--- src/rtl/core/okvt_pkg.sv ---
// Shared types and constants for the ordered key/value table.
package okvt_pkg;

    localparam int OPCODE_W    = 3;
    localparam int REQ_KEY_W   = 32;
    localparam int REQ_VALUE_W = 32;
    localparam int POS_W       = 4;
    localparam int COUNT_OUT_W = 5;

    typedef enum logic [OPCODE_W-1:0] {
        OP_INSERT     = 3'd0,
        OP_UPDATE     = 3'd1,
        OP_INS_UPDATE = 3'd2,
        OP_ERASE      = 3'd3,
        OP_CONTAINS   = 3'd4,
        OP_GET_KEY    = 3'd5,
        OP_GET_POS    = 3'd6
    } t_op;

    typedef struct packed {
        logic load;
        logic look;
        logic exec;
    } t_cmd;

endpackage

--- src/rtl/core/okvt_ctrl.sv ---
// Controller state machine that sequences the lookup and execute steps of each item.
module okvt_ctrl (
    input  logic              i_clk,
    input  logic              i_rst_n,
    input  logic              start,
    output logic              busy,
    output okvt_pkg::t_cmd    o_cmd
);

    typedef enum logic [2:0] {
        S_IDLE = 3'b001,
        S_LOOK = 3'b010,
        S_EXEC = 3'b100
    } t_state;

    t_state r_state;
    t_state n_state;
    logic   w_load;

    assign busy   = (r_state == S_LOOK);
    assign w_load = start && !busy;

    always_comb begin
        n_state = r_state;
        unique case (r_state)
            S_IDLE:  n_state = w_load ? S_LOOK : S_IDLE;
            S_LOOK:  n_state = S_EXEC;
            S_EXEC:  n_state = w_load ? S_LOOK : S_IDLE;
            default: n_state = S_IDLE;
        endcase
    end

    always_ff @(posedge i_clk) begin
        if (!i_rst_n) begin
            r_state <= S_IDLE;
        end else begin
            r_state <= n_state;
        end
    end

    assign o_cmd.load = w_load;
    assign o_cmd.look = (r_state == S_LOOK);
    assign o_cmd.exec = (r_state == S_EXEC);

    a_look_then_exec: assert property (@(posedge i_clk) disable iff (!i_rst_n)
        (r_state == S_LOOK) |=> (r_state == S_EXEC))
        else $error("lookup step was not followed by the execute step");

endmodule

--- src/rtl/core/okvt_datapath.sv ---
// Entry cells with parallel key compare, shift-on-erase, append-on-insert and result registers.
module okvt_datapath #(
    parameter int CAPACITY = 16,
    parameter int KW       = 32,
    parameter int VW       = 32
) (
    input  logic                                i_clk,
    input  logic                                i_rst_n,
    input  okvt_pkg::t_cmd                      i_cmd,
    input  logic [okvt_pkg::OPCODE_W-1:0]       i_opcode,
    input  logic [KW-1:0]                       i_key,
    input  logic [VW-1:0]                       i_value,
    input  logic [okvt_pkg::POS_W-1:0]          i_position,
    output logic                                o_valid,
    output logic                                o_success,
    output logic                                o_table_full,
    output logic [okvt_pkg::REQ_KEY_W-1:0]      o_found_key,
    output logic [okvt_pkg::REQ_VALUE_W-1:0]    o_found_value,
    output logic [okvt_pkg::COUNT_OUT_W-1:0]    o_entry_count
);

    localparam int IW = (CAPACITY > 1) ? $clog2(CAPACITY) : 1;
    localparam int CW = $clog2(CAPACITY + 1);

    // Request registers.
    okvt_pkg::t_op                  r_op;
    logic [KW-1:0]                  r_key;
    logic [VW-1:0]                  r_value;
    logic [okvt_pkg::POS_W-1:0]     r_pos;

    // Entry cells and fill count.
    logic [KW-1:0]                  r_key_cells [CAPACITY];
    logic [VW-1:0]                  r_val_cells [CAPACITY];
    logic [KW-1:0]                  w_key_next  [CAPACITY];
    logic [VW-1:0]                  w_val_next  [CAPACITY];
    logic [CW-1:0]                  r_count;
    logic [CW-1:0]                  n_count;

    // Lookup results.
    logic [CAPACITY-1:0]            w_match;
    logic [IW-1:0]                  w_slot;
    logic                           r_hit;
    logic [IW-1:0]                  r_slot;
    logic                           r_pos_ok;

    // Execute controls.
    logic                           w_do_insert;
    logic                           w_do_write;
    logic                           w_do_erase;
    logic [IW-1:0]                  w_rd_addr;
    logic [KW-1:0]                  w_rd_key;
    logic [VW-1:0]                  w_rd_val;

    // Result registers.
    logic                           r_out_valid;
    logic                           r_out_success;
    logic                           r_out_full;
    logic [KW-1:0]                  r_out_key;
    logic [VW-1:0]                  r_out_val;
    logic [CW-1:0]                  r_out_count;
    logic                           n_success;
    logic                           n_full;
    logic [KW-1:0]                  n_key;
    logic [VW-1:0]                  n_val;

    always_ff @(posedge i_clk) begin
        if (i_cmd.load) begin
            r_op    <= okvt_pkg::t_op'(i_opcode);
            r_key   <= i_key;
            r_value <= i_value;
            r_pos   <= i_position;
        end
    end

    always_comb begin
        w_slot = '0;
        for (int i = 0; i < CAPACITY; i++) begin
            w_match[i] = (CW'(i) < r_count) && (r_key_cells[i] == r_key);
            w_slot     = w_slot | (w_match[i] ? IW'(i) : IW'(0));
        end
    end

    always_ff @(posedge i_clk) begin
        if (i_cmd.look) begin
            r_hit    <= |w_match;
            r_slot   <= w_slot;
            r_pos_ok <= (32'(r_pos) < 32'(r_count));
        end
    end

    assign w_rd_addr = (r_op == okvt_pkg::OP_GET_POS) ? IW'(r_pos) : r_slot;
    assign w_rd_key  = r_key_cells[w_rd_addr];
    assign w_rd_val  = r_val_cells[w_rd_addr];

    always_comb begin
        w_do_insert = 1'b0;
        w_do_write  = 1'b0;
        w_do_erase  = 1'b0;
        n_success   = 1'b0;
        n_full      = 1'b0;
        n_key       = '0;
        n_val       = '0;
        n_count     = r_count;
        unique case (r_op)
            okvt_pkg::OP_INSERT, okvt_pkg::OP_INS_UPDATE: begin
                if (r_hit) begin
                    if (r_op == okvt_pkg::OP_INS_UPDATE) begin
                        w_do_write = 1'b1;
                        n_success  = 1'b1;
                    end
                end else if (r_count == CW'(CAPACITY)) begin
                    n_full = 1'b1;
                end else begin
                    w_do_insert = 1'b1;
                    n_success   = 1'b1;
                    n_count     = r_count + CW'(1);
                end
            end
            okvt_pkg::OP_UPDATE: begin
                w_do_write = r_hit;
                n_success  = r_hit;
            end
            okvt_pkg::OP_ERASE: begin
                if (r_hit) begin
                    w_do_erase = 1'b1;
                    n_success  = 1'b1;
                    n_count    = r_count - CW'(1);
                end
            end
            okvt_pkg::OP_CONTAINS: begin
                n_success = r_hit;
            end
            okvt_pkg::OP_GET_KEY: begin
                if (r_hit) begin
                    n_success = 1'b1;
                    n_val     = w_rd_val;
                end
            end
            okvt_pkg::OP_GET_POS: begin
                if (r_pos_ok) begin
                    n_success = 1'b1;
                    n_key     = w_rd_key;
                    n_val     = w_rd_val;
                end
            end
            default: begin
                n_success = 1'b0;
            end
        endcase
    end

    always_comb begin
        for (int i = 0; i < CAPACITY - 1; i++) begin
            w_key_next[i] = r_key_cells[i + 1];
            w_val_next[i] = r_val_cells[i + 1];
        end
        w_key_next[CAPACITY-1] = r_key_cells[CAPACITY-1];
        w_val_next[CAPACITY-1] = r_val_cells[CAPACITY-1];
    end

    always_ff @(posedge i_clk) begin
        if (i_cmd.exec) begin
            for (int i = 0; i < CAPACITY; i++) begin
                if (w_do_erase && (IW'(i) >= r_slot)) begin
                    r_key_cells[i] <= w_key_next[i];
                    r_val_cells[i] <= w_val_next[i];
                end else if (w_do_insert && (CW'(i) == r_count)) begin
                    r_key_cells[i] <= r_key;
                    r_val_cells[i] <= r_value;
                end else if (w_do_write && (IW'(i) == r_slot)) begin
                    r_val_cells[i] <= r_value;
                end
            end
        end
    end

    always_ff @(posedge i_clk) begin
        if (!i_rst_n) begin
            r_count     <= '0;
            r_out_valid <= 1'b0;
        end else begin
            r_out_valid <= i_cmd.exec;
            if (i_cmd.exec) begin
                r_count <= n_count;
            end
        end
    end

    always_ff @(posedge i_clk) begin
        if (i_cmd.exec) begin
            r_out_success <= n_success;
            r_out_full    <= n_full;
            r_out_key     <= n_key;
            r_out_val     <= n_val;
            r_out_count   <= n_count;
        end
    end

    assign o_valid       = r_out_valid;
    assign o_success     = r_out_success;
    assign o_table_full  = r_out_full;
    assign o_found_key   = okvt_pkg::REQ_KEY_W'(r_out_key);
    assign o_found_value = okvt_pkg::REQ_VALUE_W'(r_out_val);
    assign o_entry_count = okvt_pkg::COUNT_OUT_W'(r_out_count);

    a_count_bound: assert property (@(posedge i_clk) disable iff (!i_rst_n)
        r_count <= CW'(CAPACITY))
        else $error("entry count exceeds capacity");

    a_unique_match: assert property (@(posedge i_clk) disable iff (!i_rst_n)
        i_cmd.look |-> $onehot0(w_match))
        else $error("key held in more than one entry");

    a_result_strobe: assert property (@(posedge i_clk) disable iff (!i_rst_n)
        i_cmd.exec |=> r_out_valid)
        else $error("execute step produced no result");

    a_full_fails: assert property (@(posedge i_clk) disable iff (!i_rst_n)
        (r_out_valid && r_out_full) |-> !r_out_success)
        else $error("full flag raised on a successful item");

    a_count_hold: assert property (@(posedge i_clk) disable iff (!i_rst_n)
        !i_cmd.exec |=> $stable(r_count))
        else $error("entry count changed outside the execute step");

endmodule

--- src/rtl/core/ordered_key_value_table.sv ---
// Top level of the insertion-ordered key/value table.
//
// A request item is taken at a rising edge where start is high and busy is low.
// It carries an opcode, a key, a value and a read position on separate ports.
// Each item gives one result, shown on the o_ ports for exactly one cycle while
// o_valid is high; the receiver takes it at the edge that ends that cycle.
// An item passes through the lookup step, where every entry cell compares its
// key at once and the matching slot is encoded and registered, and then the
// execute step, where the cells append, update or shift down to close a gap
// and the result registers load; o_valid is registered from the execute step.
// busy is high only during the lookup step, so a new item can be taken while
// the previous one is in the execute step, and one result leaves per item.
// Reset clears the entry count and the result strobe; entry contents are not
// cleared and are only read below the count. The receiver cannot stall.
module ordered_key_value_table #(
    parameter int CAPACITY   = 16,
    parameter int KEY_BITS   = 32,
    parameter int VALUE_BITS = 32
) (
    input  logic                                i_clk,
    input  logic                                i_rst_n,
    input  logic                                start,
    output logic                                busy,
    input  logic [okvt_pkg::OPCODE_W-1:0]       i_opcode,
    input  logic [okvt_pkg::REQ_KEY_W-1:0]      i_req_key,
    input  logic [okvt_pkg::REQ_VALUE_W-1:0]    i_req_value,
    input  logic [okvt_pkg::POS_W-1:0]          i_position,
    output logic                                o_valid,
    output logic                                o_success,
    output logic                                o_table_full,
    output logic [okvt_pkg::REQ_KEY_W-1:0]      o_found_key,
    output logic [okvt_pkg::REQ_VALUE_W-1:0]    o_found_value,
    output logic [okvt_pkg::COUNT_OUT_W-1:0]    o_entry_count
);

    localparam int KW = (KEY_BITS < okvt_pkg::REQ_KEY_W) ? KEY_BITS : okvt_pkg::REQ_KEY_W;
    localparam int VW = (VALUE_BITS < okvt_pkg::REQ_VALUE_W) ? VALUE_BITS
                                                             : okvt_pkg::REQ_VALUE_W;

    okvt_pkg::t_cmd w_cmd;

    okvt_ctrl u_ctrl (
        .i_clk   (i_clk),
        .i_rst_n (i_rst_n),
        .start   (start),
        .busy    (busy),
        .o_cmd   (w_cmd)
    );

    okvt_datapath #(
        .CAPACITY (CAPACITY),
        .KW       (KW),
        .VW       (VW)
    ) u_datapath (
        .i_clk         (i_clk),
        .i_rst_n       (i_rst_n),
        .i_cmd         (w_cmd),
        .i_opcode      (i_opcode),
        .i_key         (i_req_key[KW-1:0]),
        .i_value       (i_req_value[VW-1:0]),
        .i_position    (i_position),
        .o_valid       (o_valid),
        .o_success     (o_success),
        .o_table_full  (o_table_full),
        .o_found_key   (o_found_key),
        .o_found_value (o_found_value),
        .o_entry_count (o_entry_count)
    );

endmodule
--- config.mk ---
export PLATFORM = sky130hd
export DESIGN_NAME = ordered_key_value_table
export DESIGN_NICKNAME = d
export VERILOG_FILES = /design/src/rtl/core/okvt_pkg.sv /design/src/rtl/core/okvt_ctrl.sv /design/src/rtl/core/okvt_datapath.sv /design/src/rtl/core/ordered_key_value_table.sv
export SDC_FILE = /design/constraint.sdc
export NUM_CORES = 2
export LEC_CHECK = 0
export BUFFER_PORTS_ARGS = -buffer_cell sky130_fd_sc_hd__buf_4
export CAP_MARGIN = 10
export CORE_MARGIN = 2
export CORE_UTILIZATION = 35
export DETAILED_ROUTE_END_ITERATION = 6
export GPL_ROUTABILITY_DRIVEN = 0
export GPL_TIMING_DRIVEN = 0
export PLACE_DENSITY = 0.51
export SKIP_LAST_GASP = 1
export SLEW_MARGIN = 20
export SYNTH_ARGS = -nofsm -noshare
export SYNTH_HDL_FRONTEND = slang
export SYNTH_HIERARCHICAL = 1
export SYNTH_SLANG_ARGS = --single-unit
--- constraint.sdc ---
create_clock -name i_clk -period 26.7 [get_ports i_clk]
set_input_delay 1.335 -clock i_clk [delete_from_list [all_inputs] [get_ports i_clk]]
set_output_delay 1.335 -clock i_clk [all_outputs]
set_load 0.01 [all_outputs]
# == After elaboration in Yosys (flattened, before gate mapping) ==
# Memory sizes are Yosys's and may differ from the RTL's. A register that Yosys moved wholly into a read port is not among the register bits.
# Index checks and enable logic that the tools add are counted.
# totals
reg_bits,125
ramBits,1024
out_inout_bits,73
elab_cells,524
n_memories,2
# memory_table
memory,words,word_bits,rd,rd_clocked_by_memory_dff,wr,line_no,source
u_datapath.r_key_cells,16,32,17,1,16,okvt_datapath.sv:32,logic [KW-1:0] r_key_cells [CAPACITY];
u_datapath.r_val_cells,16,32,16,0,16,okvt_datapath.sv:33,logic [VW-1:0] r_val_cells [CAPACITY];
# classes
addsub,2
magnitude_cmp,33
n_eq_ne,56
mux,277
bitwise_logic,63
n_reduce_logical,77
# op_table
operator,n
$mux 32,50
$eq 32x32->1,16
$mux 1,203
$logic_and 1x1->1,65
$pmux 32 s2,1
$or 4x4->4,14
$or 1x1->1,48
$eq 4x5->1 const A,8
$lt 4x5->1 const A,8
$mux 4,9
$eq 4x4->1 const A,8
$ge 4x4->1 const A,8
$eq 3x5->1 const A,4
$lt 3x5->1 const A,4
$eq 3x4->1 const A,4
$ge 3x4->1 const A,4
$reduce_or 16->1,1
$mux 5,3
$eq 3x3->1 const B,4
$mux 3,4
$eq 2x5->1 const A,2
$lt 1x5->1 const A,2
$lt 2x5->1 const A,2
$pmux 5 s2,1
22 further kinds,35

# == Depth between registers and ports, before layout ==
# An unclocked memory read counts as a cell.
# depth
ltp_word,18
mapped_depth,12
ltp_nobuf,8

# == Cells and area by module ==
# The synthesis kept the hierarchy.
# by_module_without_submodules
mod,n_inst,cells_each,area_per_inst_um2
okvt_datapath,1,4911,63563.5
okvt_ctrl,1,14,153.9

# == Worst setup path after synthesis ==
# No wires, ideal clock.
# synth_path
path_type,register to register
startpoint,register u_ctrl.r_state[2]
endpoint,"memory u_datapath.r_val_cells[15][0], enable pin"
setup_ps,428
t_arrival_ps,10837
slack_ps,15435
stages_incl_launch_ff,6
n_path_buf,1
period_less_slack_ps,11265
path_cell_list,dfxtp_1 -> nor3b_1 -> buf_2 -> nand3_1 -> nor4_1 -> o21bai_1
# synth_lines
item,line_no,source
from (decl),okvt_ctrl.sv:16,t_state r_state;
from (signal assigned),okvt_ctrl.sv:37,r_state <= n_state;
to (decl),okvt_datapath.sv:33,

==> results.sh <==
export IMPL_drt_iter0_markers=5745
export IMPL_placed_area_um2=68800
export IMPL_clk_latency_ns=0.83
export IMPL_arrival_ns=5.88
export IMPL_min_period_ns=5.39
export IMPL_clockBufferDepth=3
export IMPL_final_area_um2=73400
export IMPL_internal_power_mw=3.23
export IMPL_dr_pass1_iters=7
export IMPL_clk_pin_slew_ns=0.06
export IMPL_crit_start="u_datapath/r_count[1]"
export IMPL_holdCritPathClass="flop to flop"
export IMPL_yosysWarnings=6
export IMPL_hold_violations=0
export IMPL_maxCapViolCount=0
export IMPL_drv_slew=0
export IMPL_vias=45661
export IMPL_numCtsBuffers=145
export IMPL_cts_tree="yes"
export IMPL_syn_inst=4925
export IMPL_p_sw_mw=1.06
export IMPL_rsz0062_at_grt="false"
export IMPL_layout_nets=5344
export IMPL_worstMarginPinSlew_ns=1.23
export IMPL_timing_fmax_mhz=186
export IMPL_globalRoute_totalOverflow=0
export IMPL_ys_flop_type="edfxtp_1"
export IMPL_power_frac_comb_pct=6.9
export IMPL_power_leakage_nw=24.9
export IMPL_synth_edf_count=1172
export IMPL_drive_gt1_share_pct=30.1
export IMPL_grt_pass1_vias=45797
export IMPL_clkPwrFrac_pct=45.7
export IMPL_r2r_start="u_datapath/r_count[1]"
export IMPL_tns_ns=0
export IMPL_avgSynthCellArea_um2=12.9
export IMPL_start_util_pct=35.3
export IMPL_start_kind="flop"
export IMPL_path_class="flop to flop"
export IMPL_p_seq_share_pct=47.3
export IMPL_rr_endpoint="u_datapath/r_val_cells[3][12]"
export IMPL_setup_viol=0
export IMPL_clock_sinks=1181
export IMPL_cp_required_ns=27.19
export IMPL_cts_root_buf="clkbuf_16"
export IMPL_skew_ns=0.0596
export IMPL_irDropWorstVdd_uv=46.5
export IMPL_ctsResizeCount=0
export IMPL_crit_path_max_fanout=33
export IMPL_num_rows=156
export IMPL_swShare_pct=24.7
export IMPL_cts_setup_buffers=0
export IMPL_p_per_area_nw_per_um2=58.5
export IMPL_fin_crit_sh_pct=20.2
export IMPL_reg2regPathDepth=11
export IMPL_area_growth_pct=15.1
export IMPL_ys_ff_latch=1181
export IMPL_drc=1
export IMPL_seq_area_frac_synth_pct=55.5
export IMPL_hold_buffers=0
export IMPL_layout_common_cells="edfxtp_1 (1172), mux2_2 (922), nand2_1 (488)"
export IMPL_synth_nets=5007
export IMPL_setup_worst_path_end="u_datapath/r_val_cells[3][12]"
export IMPL_grt_max_degree=72
export IMPL_postRouteAntennaNets=0
export IMPL_syn_area_um2=63700
export IMPL_routedWlPerCell_um=34.0
export IMPL_grt_first_pass_wirelength_um=359000
export IMPL_final_common_cell="edfxtp_1"
export IMPL_core_um2=181000
export IMPL_hpwl_um=206000
export IMPL_port_buffers=146
export IMPL_run_status="finished with violations"
export IMPL_failed_checks="DRC"
export IMPL_wl_um=263000
export IMPL_cp_end_kind="flop"
export IMPL_yosys_cell_types_count=71
export IMPL_fp_dieW_um=431
export IMPL_dp_slack_ns=21.38
export IMPL_holdWs_ns=0.442
export IMPL_r2r_setup_slack_ns=21.31
export IMPL_max_slew_margin_rel_pct=17.8
export IMPL_antenna_found_initial=9
export IMPL_async_flop_share_pct=0
export IMPL_fin_util_pct=40.6
export IMPL_grt_usage_pct=27.6
export IMPL_fin_ws_ns=21.31
export IMPL_boundaryPins=147
export IMPL_die_h_um=431
export IMPL_htree_num_levels=4
export IMPL_viasPerCell=5.89
export IMPL_die_area_um2=185000
-- cells in the mapped netlist, types with 31 or more instances --
cell type	count	area share [%]
nor4_1	86	0.84
nand3_1	92	0.72
xor2_1	321	4.4
mux2i_1	197	3.1
buf_1	31	0.18
nand2_1	494	2.9
a221oi_1	194	2.7
buf_2	186	1.5
o22ai_1	35	0.34
nor2_1	49	0.29
edfxtp_1	1172	55
a31oi_1	67	0.66
mux2_2	922	16
nand4_1	62	0.61
a21oi_1	263	2.1
o21ai_0	86	0.68
xnor2_1	191	2.6
clkbuf_1	221	1.3
-- cell type report --
type	instances	area [um^2]
Tap cell	2370	2970
Timing Repair Buffer	190	1900
Clock buffer	190	3870
Sequential cell	1181	35400
Multi-Input combinational cell	3260	26300
Buffer	470	2160
Fill cell	17207	107000
Antenna cell	1	2.50
Inverter	14	52.6
Clock inverter	70	713
-- worst max-delay path: stages, from the launching register on --
cell and delay (ns):
dfxtp_1 0.36, clkbuf_1 0.52, inv_1 0.37, ha_1 0.36
nand4bb_1 0.23, and2_1 0.17, buf_2 0.24, nand3_2 0.26
nor3_4 0.68, or2_2 0.95, nand2b_2 0.65, buf_16 0.24
-- cells by family (layout without fill, tap and decap cells) --
kind of cell,Yosys count,in the layout,share of synthesized area [%]
AOI/OAI and AO/OA,694,694,7.03
xor gates and xnor gates,513,513,7.06
adders and majority gates,8,8,0.157
buffers and inverters,484,934,3.46
DFF,1181,1181,55.5
muxes,1151,1151,20.1
other,0,1,0
and+or+nand+nor,894,894,6.64
-- worst min path at each step --
stage                     depth (start not counted)  slack, ns            startpoint                              to
after floorplan                                   0       0.42  u_datapath/r_key[21]  u_datapath/r_key_cells[15][21]
after global placement                            0       0.43  u_datapath/r_key[16]  u_datapath/r_key_cells[15][16]
after detailed placement                          0       0.43  u_datapath/r_key[24]  u_datapath/r_key_cells[15][24]
after CTS                                         0       0.45  u_datapath/r_key[24]  u_datapath/r_key_cells[15][24]
after global routing                              0       0.46  u_datapath/r_key[18]  u_datapath/r_key_cells[15][18]
final                                             0       0.44   u_datapath/r_key[2]   u_datapath/r_key_cells[15][2]
-- metrics by stage --
step                std cells  total power, mW
finish                   7746             4.29
detailed placement       7485             2.36
global route             7745             4.40
CTS                      7745             4.32
global placement         7441             2.36
floorplan                4925             2.21
-- routing by layer --
| metal | wire length, um | share of wire (%) | GRT usage (%) |
|---|---|---|---|
| met3 | 18100 | 6.9 | 4.82 |
| met2 | 125000 | 48 | 45.9 |
| met4 | 21200 | 8.0 | 19.1 |
| met5 | 28 | 0.011 | 0 |
| met1 | 99000 | 38 | 32.6 |
-- power groups by stage --
stage / Combinational (mW) / Clock, mW / Sequential (mW)
after floorplan: 0.149 / 0 / 2.06
after global placement: 0.287 / 0 / 2.07
after detailed placement: 0.288 / 0 / 2.07
after CTS: 0.289 / 2.00 / 2.03
after global routing: 0.303 / 2.06 / 2.03
final: 0.298 / 1.96 / 2.03
-- sequential cells by signal, indices dropped and copies added (netlist names), 3 cells and up --
register and flops:
u_datapath/o_entry_count 5, u_datapath/r_slot 4, u_datapath/o_found_key 32, u_datapath/r_key 32
u_datapath/r_value 32, u_datapath/r_op 3, u_datapath/r_pos 4, u_datapath/r_key_cells 512
u_ctrl/r_state 3, u_datapath/r_val_cells 512, u_datapath/r_count 5, u_datapath/o_found_value 32
Note: power is estimated with default switching activity, not from simulation.
